$ cat src/rtl/shipdb_pkg.sv
// Shared types and constants of the dead-block RRIP replacement block.
package shipdb_pkg;

  // Fixed widths of the item fields
  localparam int unsigned SET_W    = 11;
  localparam int unsigned WAY_W    = 4;
  localparam int unsigned PC_W     = 12;
  localparam int unsigned VICTIM_W = 4;

  // Action codes
  localparam logic ACT_VICTIM = 1'b0;
  localparam logic ACT_UPDATE = 1'b1;

  // Counter limits and insertion values
  localparam logic [1:0] RRPV_MAX   = 2'd3;
  localparam logic [1:0] RRPV_LONG  = 2'd2;
  localparam logic [1:0] RRPV_NEAR  = 2'd0;
  localparam logic [1:0] DEAD_MAX   = 2'd3;
  localparam logic [1:0] OC_MAX     = 2'd3;
  localparam logic [1:0] OC_STRONG  = 2'd2;

  // One cache line's replacement state
  typedef struct packed {
    logic [1:0] dead;
    logic [1:0] rrpv;
  } line_t;

  localparam int unsigned LINE_W = $bits(line_t);
  localparam line_t LINE_RESET = '{dead: 2'd0, rrpv: 2'd3};

  // Controller states
  typedef enum logic [2:0] {
    ST_CLEAR = 3'b001,
    ST_IDLE  = 3'b010,
    ST_EXEC  = 3'b100
  } state_e;

  // Commands from controller to datapath
  typedef struct packed {
    logic clear;
    logic accept;
    logic commit;
  } cmd_t;

  // Status from datapath to controller
  typedef struct packed {
    logic clear_last;
  } sts_t;

endpackage

$ cat src/rtl/shipdb_ctrl.sv
// Controller: clearing pass, item intake and write-back sequencing.
module shipdb_ctrl import shipdb_pkg::*; (
  input  logic clk_i,
  input  logic rst_ni,
  input  logic in_valid_i,
  output logic in_ready_o,
  output logic out_valid_o,
  input  logic out_ready_i,
  output cmd_t cmd_o,
  input  sts_t sts_i
);

  state_e state_q, state_d;
  logic   out_valid_q, out_valid_d;
  logic   out_free;

  assign out_free   = !out_valid_q || out_ready_i;
  assign in_ready_o = (state_q == ST_IDLE);

  // Sequence the states
  always_comb begin
    state_d      = state_q;
    cmd_o        = '0;
    case (state_q)
      ST_CLEAR: begin
        cmd_o.clear = 1'b1;
        if (sts_i.clear_last) begin
          state_d = ST_IDLE;
        end
      end
      ST_IDLE: begin
        if (in_valid_i) begin
          cmd_o.accept = 1'b1;
          state_d      = ST_EXEC;
        end
      end
      ST_EXEC: begin
        if (out_free) begin
          cmd_o.commit = 1'b1;
          state_d      = ST_IDLE;
        end
      end
      default: begin
        state_d = ST_CLEAR;
      end
    endcase
  end

  // Hold the result until it is taken
  always_comb begin
    out_valid_d = out_valid_q;
    if (out_ready_i) begin
      out_valid_d = 1'b0;
    end
    if (cmd_o.commit) begin
      out_valid_d = 1'b1;
    end
  end

  always_ff @(posedge clk_i or negedge rst_ni) begin
    if (!rst_ni) begin
      state_q     <= ST_CLEAR;
      out_valid_q <= 1'b0;
    end else begin
      state_q     <= state_d;
      out_valid_q <= out_valid_d;
    end
  end

  assign out_valid_o = out_valid_q;

endmodule

$ cat config.mk
export PLATFORM = sky130hd
export DESIGN_NAME = shipdb_ctrl
export DESIGN_NICKNAME = d
export VERILOG_FILES = /design/src/rtl/shipdb_pkg.sv /design/src/rtl/shipdb_ctrl.sv
export SDC_FILE = /design/constraint.sdc
export NUM_CORES = 1
export LEC_CHECK = 0
export BUFFER_PORTS_ARGS = -buffer_cell sky130_fd_sc_hd__clkbuf_2
export CAP_MARGIN = 20
export CORE_AREA = 2 2 39 41
export DETAILED_ROUTE_END_ITERATION = 8
export DIE_AREA = 0 0 41 43
export SYNTH_ARGS = -nofsm -noshare
export SYNTH_HDL_FRONTEND = slang
export SYNTH_SLANG_ARGS = --single-unit
$ cat constraint.sdc
create_clock -name clk_i -period 1.05 [get_ports clk_i]
set_clock_uncertainty 0.05 [all_clocks]
set_input_delay 0 -clock clk_i [delete_from_list [all_inputs] [get_ports clk_i]]
set_output_delay 0 -clock clk_i [all_outputs]
set_load 0.01 [all_outputs]
== Yosys cells after proc, flatten, opt, wreduce, memory -nomap -nowiden ==
Index checks and enable logic that the tools add are counted.

* Input bits: 5
* Register bits after elaboration: 4
* Logic and storage cells: 23

* Muxes and demuxes: 11
* Reductions and logical operators: 4
* Eq/ne operators: 6

{| class="wikitable"
|+ Operator list
! operator !! count
|-
| 3-bit 2-to-1 mux || 3
|-
| 3-bit one-hot mux with 3 select lines || 1
|-
| 1-bit 2-to-1 mux || 7
|-
| 2-bit != test, second input constant || 3
|-
| 3-bit by 1-bit equality test with 1-bit output, second input constant || 1
|-
| 3-bit by 2-bit equality test with 1-bit output, second input constant || 1
|-
| 3-bit equality test, second input constant || 1
|-
| 3-bit AND reduction || 1
|-
| 2-bit nonzero test || 1
|-
| 1-bit zero test || 1
|-
| 1-bit logical OR || 1
|}

== Depth between registers and ports, before layout ==
* Word-level depth: 5
* Depth in mapped cells: 4
* Mapped depth without buffers: 3

== Least setup slack after synthesis ==
OpenSTA, ideal clock, no wires.

* Path type: register -> register
* Start: register state_q[0]
* End: register state_q[1]
* Data arrival time: 0.846 ns
* Setup slack: 0.033 ns
* Clock period less this slack: 1.017 ns
* Cell stages (with the launch flop): 4
* Buffers on the path: 0
* Cell sequence: dfstp_2 -> nand2b_1 -> o21ai_1 -> o2bb2ai_1

* Cells in the longest elaborated chain, start to end: 3
* Elaborated cells on any way between the ends: 8
* Classes of those cells: eq/ne: 6; mux: 1; reduce/logical: 1

{| class="wikitable"
|+ Ends and longest elaborated chain
! element !! RTL line !! RTL
|-
| start, declared || shipdb_ctrl.sv:13 || <nowiki>state_e state_q, state_d;</nowiki>
|-
| start signal, assigned || shipdb_ctrl.sv:65 || <nowiki>state_q <= state_d;</nowiki>
|-
| 3-bit equality test, or another cell as far along || shipdb_ctrl.sv:24 || <nowiki>case (state_q)</nowiki>
|-
| 2-bit != test (no source line) || - ||
|-
| 3-bit AND reduction (no source line) || - ||
|}

Several ways; a longest one is shown, not always the timed one.
A chain may end at the register's enable or synchronous reset.

==> impl_metrics.tcl <==
set metrics [dict create \
    status "finished with violations" \
    violations "negative setup slack" \
    synthTopCellsByArea "dfrtp_1 (35%), dfstp_2 (12%), nand3b_1 (7.1%)" \
    die_h_um 43 \
    grt_pass1_vias 196 \
    viasPerCell 3.947 \
    drt_iter0_markers 3 \
    syn2layout_area_growth_pct 80.00 \
    crit_buf_inv 1 \
    path_class "reg2out" \
    synthFlopType "dfrtp_1" \
    gp_congestion 0.7404 \
    drive_gt1_share_pct 58.54 \
    fin_area_um2 382.9 \
    cts_inserted_buffers 3 \
    antenna_found_initial 0 \
    placed_cell_area_um2 277.8 \
    netlist_area_um2 212.7 \
    grtUsageTotal_pct 7.258 \
    rows 14 \
    ys_types 16 \
    rsz0062_at_grt "yes" \
    dr.pass1.iters 2 \
    slowest_stage "dfstp_2" \
    worst_pin_slew_ns 0.2145 \
    yosysMostFrequentCell "dfrtp_1" \
    min_period_ns 1.275 \
    cp.arrival_ns 1.22 \
    die_area_mm2 0.001763 \
    ios 10 \
    clock_latency_ns 0.24 \
    timing.fmax_mhz 784.6 \
    vias 225 \
    final_max_slew_viol_count 0 \
    critPathLaunchType "register" \
    drt-total-wl_um 509 \
    crit_chain "nand2b_4 > nor2_2 > and2_1 > clkbuf_2" \
    core_mm2 0.001384 \
    clock_path_buffers 2 \
    cts.sinks 4 \
    fin_hold_ws_ns 0.01452 \
    htree_levels 1 \
    wl_per_cell_um 8.930 \
    synth_edf_count 0 \
    yosysWarnings 0 \
    final_nets 47 \
    grt_pass1_wl_um 765 \
    ys_async_sr_fraction_pct 100.0 \
    synth_nets 28 \
    dp.final_hpwl_um 354.3 \
    port_buffers 9 \
    ys_seq_area_share_pct 47.65 \
    power_leakage_nw 0.1906 \
    drc_errors 0 \
    hold_path.class "in2reg" \
    irDropWorstVdd_mv 0.5917 \
    cpPeakStageDelay_ns 0.56 \
    finalHoldViolations 0 \
    avgSynthCellArea_um2 9.248 \
    cp_max_fo 5 \
    synth_seq_cells 4 \
    antenna_cells 0 \
    fin_util_pct 27.67 \
    required_ns 1.00 \
    overflow 0 \
    yosysTopAreaCell "dfrtp_1" \
    ant_nets 0 \
    drv_cap 0 \
    die_w_um 41 \
    grt_max_degree 7 \
    yosysTopAreaCellShare_pct 35.29 \
    layout_worst_path_cycle_share_pct 121.4 \
    critPathCaptureType "primary output" \
    path_delay_family "flip-flops" \
    clockRootBuffer "clkbuf_4" \
    tritoncts "yes" \
    power_density_mw_per_mm2 2414 \
    worst_slack_ns -0.2245 \
    setup_viol 6 \
    final.fill_count 158 \
    clkSlewWorstSetupHoldPaths_ns 0.04 \
    syn_inst 23 \
    maxSlewHeadroom_pct 85.70 \
    fin_total_pwr_mw 0.9243 \
    start_util_pct 15.37 \
]
power breakdown:
part	leakage (nW)	internal, mW	switching, mW	total (mW)
registers	0.0497	0.221	0.0856	0.307
logic	0.126	0.250	0.159	0.408
clock network	0.0150	0.143	0.0665	0.209
total	0.191	0.613	0.311	0.924
layer usage:
layer | up-vias | GRT usage [%] | part of all wire (%)
met3 | 0 | 4.712 | 4.7
met1 | 105 | 8.143 | 43
met5 | - | 0 | 0
met2 | 5 | 8.125 | 52
li1 | 115 | - | -
met4 | 0 | 8.000 | 0
cells in the final DEF, fill, tap and decap left out, types with 2 or more instances in the layout:
| master | instances |
|---|---|
| buf_6 | 2 |
| dfrtp_1 | 2 |
| clkbuf_2 | 8 |
| nor2_2 | 2 |
| nand3b_1 | 2 |
| dlygate4sd3_1 | 2 |
| buf_4 | 3 |
| clkbuf_4 | 3 |
| nand3_1 | 2 |
layout make-up:
class	count	area, um^2	share of cell area (%)
Sequential cell	4	102.6	26.80
Inverter	1	3.754	0.9804
Timing Repair Buffer	15	105.1	27.45
Clock buffer	4	26.28	6.863
Tap cell	16	20.02	5.229
Multi-Input combinational cell	17	125.1	32.68
path summary, 6_finish.rpt:
| kind | startpoint | to | slack [ns] | cells past startpoint |
|---|---|---|---|---|
| max | state_q[0]$_DFFE_PN1P_ | cmd_o[1] | -0.22 | 4 |
| min | in_valid_i | state_q[1]$_DFFE_PN0P_ | 0.01 | 3 |
| max reg2reg | state_q[0]$_DFFE_PN1P_ | state_q[1]$_DFFE_PN0P_ | -0.16 | 5 |
| min reg2reg | state_q[0]$_DFFE_PN1P_ | state_q[2]$_DFFE_PN0P_ | 0.49 | 1 |
| max in group asynchronous | rst_ni | state_q[0]$_DFFE_PN1P_ | 0.69 | 2 |
| min in group asynchronous | rst_ni | out_valid_o$_DFFE_PN0P_ | 0.05 | 2 |
kinds of logic after synthesis:
kind of cell	share of synthesized area [%]
flops	47.65
buf+inv	5.294
simple gates	35.89
compound gates	11.18
metrics by stage:
stage | TNS [ns] | cells | worst slack, ns
2_1_floorplan | 0 | 23 | 0.03254
3_3_place_gp | -0.05102 | 48 | -0.02590
3_5_place_dp | -0.05303 | 48 | -0.02776
4_1_cts | -1.067 | 56 | -0.2290
5_1_grt | -1.376 | 57 | -0.2776
6_report | -1.005 | 57 | -0.2245
sequential cells by signal (all words and copies together) (netlist names):
signal	flops
out_valid_o	1
state_q	3
what timing repair did:
item                                    in CTS  in global routing
cloned                                       0                  0
endpoints found under the hold margin        5                  0
endpoints found under the setup margin       5                  6
buffers inserted                             2                  2
gates resized for setup                      3                  7
hold buffers                                 2                  0
pin swaps                                    2                  2
worst min-delay path: stages:
cell and delay, ns:
clkbuf_2 0.11, o21ai_2 0.06, o2bb2ai_2 0.10
Power figures use the tool's default switching activity.
